==> src/rtl/core/csr_rf_pkg.sv <==
`timescale 1ns / 1ps
// shared constants, types and address decode for the csr register file
package csr_rf_pkg;

    localparam int BANK_DEPTH = 45;
    localparam int SLOT_W     = $clog2(BANK_DEPTH);
    localparam int XLEN       = 64;
    localparam int ADDR_W     = 12;

    typedef logic [SLOT_W-1:0] t_slot;
    typedef logic [XLEN-1:0]   t_xword;
    typedef logic [ADDR_W-1:0] t_addr;
    typedef logic [1:0]        t_op;
    typedef logic [2:0]        t_kind;

    typedef struct packed {
        logic  hit;
        t_slot slot;
    } t_slot_hit;

    // request types
    localparam t_op OP_READ  = 2'd0;
    localparam t_op OP_WRITE = 2'd1;
    localparam t_op OP_SET   = 2'd2;
    localparam t_op OP_CLEAR = 2'd3;

    // address classes
    localparam t_kind KIND_STORED    = 3'd0;
    localparam t_kind KIND_ZERO      = 3'd1;
    localparam t_kind KIND_COUNTEREN = 3'd2;
    localparam t_kind KIND_TIME      = 3'd3;
    localparam t_kind KIND_TICK      = 3'd4;
    localparam t_kind KIND_ILLEGAL   = 3'd5;
    localparam t_kind KIND_UNKNOWN   = 3'd6;

    localparam t_xword COUNTEREN_VALUE = t_xword'(7);

    // bank slot of misa (0x301)
    localparam t_slot MISA_SLOT = t_slot'(13);

    localparam t_addr BANK_ADDR [BANK_DEPTH] = '{
        12'h003,
        12'h100, 12'h102, 12'h103, 12'h104, 12'h105,
        12'h140, 12'h141, 12'h142, 12'h143, 12'h144,
        12'h180,
        12'h300, 12'h301, 12'h302, 12'h303, 12'h304, 12'h305,
        12'h340, 12'h341, 12'h342, 12'h343, 12'h344,
        12'h3A0, 12'h3A2,
        12'h3B0, 12'h3B1, 12'h3B2, 12'h3B3, 12'h3B4, 12'h3B5, 12'h3B6, 12'h3B7,
        12'h3B8, 12'h3B9, 12'h3BA, 12'h3BB, 12'h3BC, 12'h3BD, 12'h3BE, 12'h3BF,
        12'hF11, 12'hF12, 12'hF13, 12'hF14
    };

    // parallel compare against every stored address
    function automatic t_slot_hit lookup_slot(input t_addr addr);
        t_slot_hit res;
        res = '0;
        for (int i = 0; i < BANK_DEPTH; i++) begin
            if (BANK_ADDR[i] == addr) begin
                res.hit  = 1'b1;
                res.slot = t_slot'(i);
            end
        end
        return res;
    endfunction

    function automatic t_kind decode_kind(input t_addr addr, input logic hit);
        t_kind k;
        if (hit) begin
            k = KIND_STORED;
        end else if (addr == 12'h000) begin
            k = KIND_ZERO;
        end else if (addr == 12'h106 || addr == 12'h306) begin
            k = KIND_COUNTEREN;
        end else if (addr == 12'hC01) begin
            k = KIND_TIME;
        end else if (addr == 12'hC00 || addr == 12'hC02) begin
            k = KIND_TICK;
        end else if ((addr >= 12'h3C0 && addr <= 12'h3EF) ||
                     (addr >= 12'hB03 && addr <= 12'hB1F)) begin
            k = KIND_ILLEGAL;
        end else begin
            k = KIND_UNKNOWN;
        end
        return k;
    endfunction

endpackage

==> src/rtl/core/csr_rf_ram.sv <==
`timescale 1ns / 1ps
// generic single-write, single-read ram with registered read data
module csr_rf_ram #(
    parameter int P_WIDTH = 64,
    parameter int P_DEPTH = 45
) (
    input  logic                       i_clk,
    input  logic                       i_we,
    input  logic [$clog2(P_DEPTH)-1:0] i_waddr,
    input  logic [P_WIDTH-1:0]         i_wdata,
    input  logic                       i_re,
    input  logic [$clog2(P_DEPTH)-1:0] i_raddr,
    output logic [P_WIDTH-1:0]         o_rdata
);

    logic [P_WIDTH-1:0] r_mem [P_DEPTH];
    logic [P_WIDTH-1:0] r_rdata;

    always_ff @(posedge i_clk) begin
        if (i_we) begin
            r_mem[i_waddr] <= i_wdata;
        end
        if (i_re) begin
            r_rdata <= r_mem[i_raddr];
        end
    end

    assign o_rdata = r_rdata;

endmodule

==> src/rtl/core/csr_register_file.sv <==
`timescale 1ns / 1ps
// top level of the csr register file: decode, bank access and result register
//
// Control and status register file for one RISC-V hart. Each request beat
// carries a 12-bit csr address and an operation (read, write, set bits, clear
// bits) and returns exactly one result beat holding the register's old value.
// 45 registers are stored in a small ram; the counter-enable registers read as
// 7, time returns the rtc value sent with the request, and cycle and instret
// return the tick value sent with it. pmpaddr16..63 and mhpmcounter3..31 set
// the illegal flag, other unrecognized nonzero addresses set the unknown flag;
// either flag forces zero data and suppresses the write. Address zero reads
// zero. The block takes one request per cycle while the result side keeps
// draining. Decode and the ram read address settle in the accepting cycle;
// the stage 1 register then holds the request and its ram read data, and the
// read-modify-write goes into the result register once that is free or being
// drained. A request that follows a write to the same register sees the new
// value through a bypass around the ram. The config beat sets the misa reset
// value and reloads misa at once; it is meant to arrive while no request is in
// flight. After reset every stored register reads as zero (misa too, until a
// config beat) through per-entry valid bits, so no clearing pass is needed.
module csr_register_file (
    input  logic                      i_clk,
    input  logic                      i_rst_n,
    // configuration: misa reset value
    input  logic                      i_cfg_valid,
    output logic                      o_cfg_ready,
    input  logic [63:0]               i_cfg_data,
    // request channel
    input  logic                      i_valid,
    output logic                      o_ready,
    input  logic [1:0]                i_req_type,
    input  logic [11:0]               i_csr_addr,
    input  logic [63:0]               i_write_data,
    input  logic [63:0]               i_rtc_time,
    input  logic [63:0]               i_tick_count,
    // result channel
    output logic                      o_valid,
    input  logic                      i_ready,
    output logic [63:0]               o_read_data,
    output logic                      o_illegal_access,
    output logic                      o_unknown_address
);

    import csr_rf_pkg::*;

    // ------------------------------------------------------------------
    // request decode
    // ------------------------------------------------------------------
    t_slot_hit w_in_hit;
    t_kind     w_in_kind;
    t_xword    w_in_fixed;
    logic      w_in_beat;
    logic      w_cfg_beat;

    assign w_in_hit  = lookup_slot(i_csr_addr);
    assign w_in_kind = decode_kind(i_csr_addr, w_in_hit.hit);

    // value for addresses that do not live in the bank
    always_comb begin
        case (w_in_kind)
            KIND_COUNTEREN: w_in_fixed = COUNTEREN_VALUE;
            KIND_TIME:      w_in_fixed = i_rtc_time;
            KIND_TICK:      w_in_fixed = i_tick_count;
            default:        w_in_fixed = '0;
        endcase
    end

    assign w_in_beat  = i_valid && o_ready;
    assign w_cfg_beat = i_cfg_valid && o_cfg_ready;
    assign o_cfg_ready = 1'b1;

    // ------------------------------------------------------------------
    // stage 1: decoded request, ram read data arrives here
    // ------------------------------------------------------------------
    logic             r_s1_valid;
    t_op              r_op;
    t_kind            r_kind;
    t_slot            r_slot;
    t_xword           r_data;
    t_xword           r_fixed;
    logic             r_fwd_hit;
    t_xword           r_fwd_data;

    logic [BANK_DEPTH-1:0] r_valid;     // entry written since reset (misa: since the last config beat)
    t_xword                r_misa_reset;

    // result register
    logic   r_out_valid;
    t_xword r_out_data;
    logic   r_out_illegal;
    logic   r_out_unknown;

    t_xword w_ram_rdata;
    t_xword w_old_ram;
    t_xword w_old_store;
    t_xword w_old;
    t_xword w_new;
    logic   w_s1_adv;
    logic   w_we;
    logic   w_fwd;

    // stage 1 moves on when the result register is free or being drained
    assign w_s1_adv = r_s1_valid && (!r_out_valid || i_ready);
    assign o_ready  = !r_s1_valid || w_s1_adv;

    // bypass: ram read issued in the same cycle as the write it depends on
    assign w_old_ram = r_fwd_hit ? r_fwd_data : w_ram_rdata;

    // never-written entries read as their reset value
    always_comb begin
        if (r_valid[r_slot]) begin
            w_old_store = w_old_ram;
        end else if (r_slot == MISA_SLOT) begin
            w_old_store = r_misa_reset;
        end else begin
            w_old_store = '0;
        end
    end

    assign w_old = (r_kind == KIND_STORED) ? w_old_store : r_fixed;

    always_comb begin
        case (r_op)
            OP_WRITE: w_new = r_data;
            OP_SET:   w_new = w_old | r_data;
            OP_CLEAR: w_new = w_old & ~r_data;
            default:  w_new = w_old;
        endcase
    end

    assign w_we  = w_s1_adv && (r_kind == KIND_STORED) && (r_op != OP_READ);
    assign w_fwd = w_we && (r_slot == w_in_hit.slot) && (w_in_kind == KIND_STORED);

    csr_rf_ram #(
        .P_WIDTH (XLEN),
        .P_DEPTH (BANK_DEPTH)
    ) u_bank (
        .i_clk   (i_clk),
        .i_we    (w_we),
        .i_waddr (r_slot),
        .i_wdata (w_new),
        .i_re    (w_in_beat),
        .i_raddr (w_in_hit.slot),
        .o_rdata (w_ram_rdata)
    );

    // stage 1 payload
    always_ff @(posedge i_clk) begin
        if (w_in_beat) begin
            r_op       <= i_req_type;
            r_kind     <= w_in_kind;
            r_slot     <= w_in_hit.slot;
            r_data     <= i_write_data;
            r_fixed    <= w_in_fixed;
            r_fwd_hit  <= w_fwd;
            r_fwd_data <= w_new;
        end
    end

    // control state, valid bits and the misa reset value
    always_ff @(posedge i_clk) begin
        if (!i_rst_n) begin
            r_s1_valid   <= 1'b0;
            r_valid      <= '0;
            r_misa_reset <= '0;
        end else begin
            if (w_in_beat) begin
                r_s1_valid <= 1'b1;
            end else if (w_s1_adv) begin
                r_s1_valid <= 1'b0;
            end
            if (w_we) begin
                r_valid[r_slot] <= 1'b1;
            end
            // config reloads misa: drop the stored copy, the reset value shows
            if (w_cfg_beat) begin
                r_misa_reset       <= i_cfg_data;
                r_valid[MISA_SLOT] <= 1'b0;
            end
        end
    end

    // ------------------------------------------------------------------
    // result register
    // ------------------------------------------------------------------
    always_ff @(posedge i_clk) begin
        if (!i_rst_n) begin
            r_out_valid <= 1'b0;
        end else if (w_s1_adv) begin
            r_out_valid <= 1'b1;
        end else if (i_ready) begin
            r_out_valid <= 1'b0;
        end
    end

    always_ff @(posedge i_clk) begin
        if (w_s1_adv) begin
            r_out_data    <= w_old;
            r_out_illegal <= (r_kind == KIND_ILLEGAL);
            r_out_unknown <= (r_kind == KIND_UNKNOWN);
        end
    end

    assign o_valid           = r_out_valid;
    assign o_read_data       = r_out_data;
    assign o_illegal_access  = r_out_illegal;
    assign o_unknown_address = r_out_unknown;

    // ------------------------------------------------------------------
    // checks
    // ------------------------------------------------------------------
    a_write_only_on_advance: assert property (@(posedge i_clk) disable iff (!i_rst_n)
        w_we |-> (w_s1_adv && r_kind == KIND_STORED))
        else $error("bank write without a stored request leaving stage 1");

    a_fault_reads_zero: assert property (@(posedge i_clk) disable iff (!i_rst_n)
        (o_valid && (o_illegal_access || o_unknown_address)) |->
            (o_read_data == '0 && !(o_illegal_access && o_unknown_address)))
        else $error("faulting result carries data or both flags");

    a_result_side_frees_input: assert property (@(posedge i_clk) disable iff (!i_rst_n)
        (!r_out_valid || i_ready) |-> o_ready)
        else $error("request side stalled while result side can drain");

    a_cfg_reloads_misa: assert property (@(posedge i_clk) disable iff (!i_rst_n)
        w_cfg_beat |=> (!r_valid[MISA_SLOT] && r_misa_reset == $past(i_cfg_data)))
        else $error("config beat did not reload misa");

endmodule

==> config.mk <==
export PLATFORM = sky130hd
export DESIGN_NAME = csr_register_file
export DESIGN_NICKNAME = d
export VERILOG_FILES = /design/src/rtl/core/csr_rf_pkg.sv /design/src/rtl/core/csr_rf_ram.sv /design/src/rtl/core/csr_register_file.sv
export SDC_FILE = /design/constraint.sdc
export NUM_CORES = 2
export LEC_CHECK = 0
export BUFFER_PORTS_ARGS = -buffer_cell sky130_fd_sc_hd__buf_2
export CORE_MARGIN = 4
export CORE_UTILIZATION = 40
export CTS_BUF_LIST = sky130_fd_sc_hd__clkbuf_4
export DETAILED_ROUTE_END_ITERATION = 8
export PLACE_DENSITY = 0.56
export SLEW_MARGIN = 20
export SYNTH_ARGS = -nofsm -noshare
export SYNTH_HDL_FRONTEND = slang
export SYNTH_SLANG_ARGS = --single-unit
==> constraint.sdc <==
create_clock -name i_clk -period 11.37 [get_ports i_clk]
set_clock_uncertainty 0.1 [all_clocks]
set_input_delay 0.5685 -clock i_clk [delete_from_list [all_inputs] [get_ports i_clk]]
set_output_delay 0.5685 -clock i_clk [all_outputs]
set_load 0.02 [all_outputs]
==> results by group <==
CTS
  • Clk pin slew, worst setup/hold paths: 0.07 ns
  • Hold_buf cts: 635
  • CTS tree: yes
  • CTS buffer count: 817
  • PostCTS Resize Cnt: 0
  • Max Buffers Root-to-Sink: 4
  • Clk sink count: 3325
  • Setup bufs post-CTS: 0
  • Worst skew pair latency: 1.45 ns
  • CTS Root Cell: clkbuf_4
  • CTS H-tree lvls: 6

GRT
  • Initial antenna violation count: 48
  • Global-route wire length before repair: around 640 mm
  • Total grt overflow: 0
  • GR Util All Layers: 25.7%
  • Vias in the first global route: 89.2k
  • Pin count of the biggest net entering global routing: ~210

Final layout
  • Synth-to-layout area growth: 18.2%
  • FILL cells: 28.7k
  • Ratio of cells with drive above 1 in the final layout: 17.1%
  • Layout Nets: approximately 11k
  • Filler-free cell count of the finished design: 16.2k

Timing
  • Final worst path period share: 52.2%
  • Fmax: 168 MHz
  • Period minus WS final: 5.94 ns
  • Setup-failing EPs final: 0
  • Pins over their slew limit: 0
  • Setup TNS: 0 ns
  • RSZ-0062 raised after global routing: no
  • Slew @ Worst Pin: 1.24 ns
  • Slew margin rel.: 16.3%
  • Final hold vios: 0

Worst setup path
  • WP data arrival: 6.79 ns
  • Crit start category: flip-flop
  • Worst Setup End Kind: flip-flop
  • Critical path peak fanout: 71
  • Crit Path Class: flip-flop to flip-flop
  • CP required: 12.22 ns

Yosys
  • Post-Syn Nets: ~10k
  • Warnings, synthesis: 0
  • Synth top area share: around 73%
  • Flops & latches, synth: 3325
  • Yosys cell types: 88
  • Synth area leaders: edfxtp_1, nand2_1, nand3_1
  • Yosys top cell by area: edfxtp_1
  • Commonest register cell after synthesis: edfxtp_1
  • Post-synth EDFFs: 3214
  • Post-synth ARST share: 0%
  • Average cell area after synthesis: 13.5 sq um
  • Synthesized area: 0.133 sq mm
  • Register area share after synthesis: 74.4%
  • Post-Syn Instances: 9807

Detailed routing
  • Antenna Nets Post-Route: 0
  • Wire length per cell: between 20 and 30 microns
  • Vias per inst: 5.70
  • DRC: 0
  • Routed WL: 452 mm
  • Via count: 92.1k
  • Initial DRC count: 12.6k
  • 1st-pass router iterations: 6

Floorplan
  • Core Box Area: roughly 0.33 sq mm
  • Die area: roughly 0.34 sq mm
  • Initial core utilization: 40.2%
  • Die height: 584 microns
  • I/O pin cnt: 344
  • Num rows: 211
  • Die Wd: 584 microns

Power
  • Worst vdd ir: between 0.00009 and 0.0001 V
  • P per Cell Area: 158 mW/mm^2
  • Leak: 54.9 nW

Outcome
  • Status: finished clean

Placed design
  • Global placer's final weighted congestion: 0.848
  • DP Wirelength: 236 mm
  • PortBufs: 342
  • Post-placement cell count: ~14k

Job
  • Max Cap Viol: 0

Hold path
  • HP Class: input port to flip-flop
-- state kept, by name (all words and copies together) (netlist names), 6 cells and up --
name            count
u_bank.o_rdata     64
r_valid            45
r_misa_reset       64
r_slot              6
u_bank.r_mem     2880
r_data             64
r_fixed            64
r_fwd_data         64
o_read_data        64
-- metal layers --
layer | vias up | track usage, % | wire length, microns
met5 | - | 0 | 74
met4 | 8 | 10.3 | 18200
met3 | 949 | 5.67 | 48400
met2 | 5465 | 41.0 | 210000
met1 | 46052 | 34.2 | 176000
li1 | 39637 | - | -
-- Yosys cell counts (8+ instances only) --
cell type  instances
a22oi_1           18
and2_1            73
o211ai_1          74
a2111o_1          16
a32oi_1           75
nor2_1            91
or4_1             10
dfxtp_1          111
or3_1             18
a211oi_1          35
xnor2_1           74
a211o_1           10
a311oi_1          30
o2111ai_1         26
a22o_1            62
buf_4             48
a31oi_1           75
o21ai_1           11
o21a_1           111
a221oi_1           8
buf_2            254
nor3_1            13
nand4_1           53
edfxtp_1        3214
o22ai_1           40
nand2_1         2446
a2bb2oi_1         64
mux2i_1          355
o21ai_0           27
buf_1             46
nand3_1         1627
o211a_1           13
a21oi_1          156
clkbuf_1         274
inv_1             39
buf_6             34
nor2b_1           73
-- metrics by stage --
stage | total power, W | setup slack [ns] | cell area [sq um] | utilization, % | hold WS (ns)
floorplan | 0.0146 | 1.98 | 133000 | - | 0.333
global placement | 0.0151 | 4.80 | 140000 | 42.4 | 0.339
detailed placement | 0.0151 | 4.89 | 140000 | 42.5 | 0.348
CTS | 0.0249 | 5.60 | 157000 | 47.4 | 0.00469
global route | 0.0257 | 5.36 | 157000 | 47.5 | 0.101
finish | 0.0248 | 5.43 | 157000 | 47.5 | 0.161
-- cell usage in the layout (no fill, tap or decap), drive strengths merged, types with 19 or more instances in the layout --
cell type / n
dlygate4sd3: 635
o2111ai: 26
o211ai: 74
dfxtp: 111
o21a: 111
xnor2: 74
and2: 73
nand3: 1633
nand4: 53
a211oi: 35
a311oi: 30
diode: 19
a2bb2oi: 64
o21ai: 38
clkinv: 180
a21oi: 156
inv: 59
a32oi: 75
o22ai: 40
clkbuf: 1173
nor2: 92
a22o: 62
mux2i: 355
nand2: 2446
nor2b: 73
a31oi: 75
edfxtp: 3214
buf: 600
-- worst paths after layout --
check / from / to / slack (ns) / cells past startpoint
worst max register to register: r_kind[1] / u_bank.r_mem[15][28] / 5.43 / 8
worst min register to register: r_valid[12] / r_valid[12] / 0.36 / 1
worst max-delay path: r_kind[1] / u_bank.r_mem[15][28] / 5.43 / 8
worst min-delay path: i_cfg_valid / r_valid[13] / 0.16 / 3
-- cell families (layout without fill, tap and decap cells) --
kind of cell	after synthesis	in the layout	share of synthesized area [%]
flops	3325	3325	74.4
compound gates	878	878	4.87
mux	364	364	2.81
xor+xnor	76	76	0.502
buf+inv	699	2669	2.55
simple gates	4464	4464	14.8
other cells	1	20	0.00283
-- worst max-delay path, cell delays in order (launching register included) --
cell and delay, ns:
edfxtp_1 0.41, nor3_2 0.18, buf_4 0.66, nand3_1 0.59, nor2_1 0.42, nand3_1 0.44
nor2_4 1.09, buf_4 0.61, buf_4 0.77
-- power by group --
group	leakage [nW]	switching, W	internal, W	total, W
combinational	18.9	0.000846	0.000420	0.00127
clock	5.97	0.00477	0.00497	0.00974
sequential	30.1	0.0000756	0.0137	0.0138
total	54.9	0.00569	0.0191	0.0248
-- area by class of cell --
type                    count  area (sq um)  area share (%)
flip-flops and latches   3325         98700            63.0
multi-input cells        5783         31900            20.4
repair buffers           1235         10400            6.65
clock buffers            1173          8810            5.62
well taps                4366          5460            3.48
clock inverters           218          1220           0.780
inverters                  43           195           0.124
diodes                     19          47.5          0.0303
No activity file was read; power rests on OpenSTA's default activity.
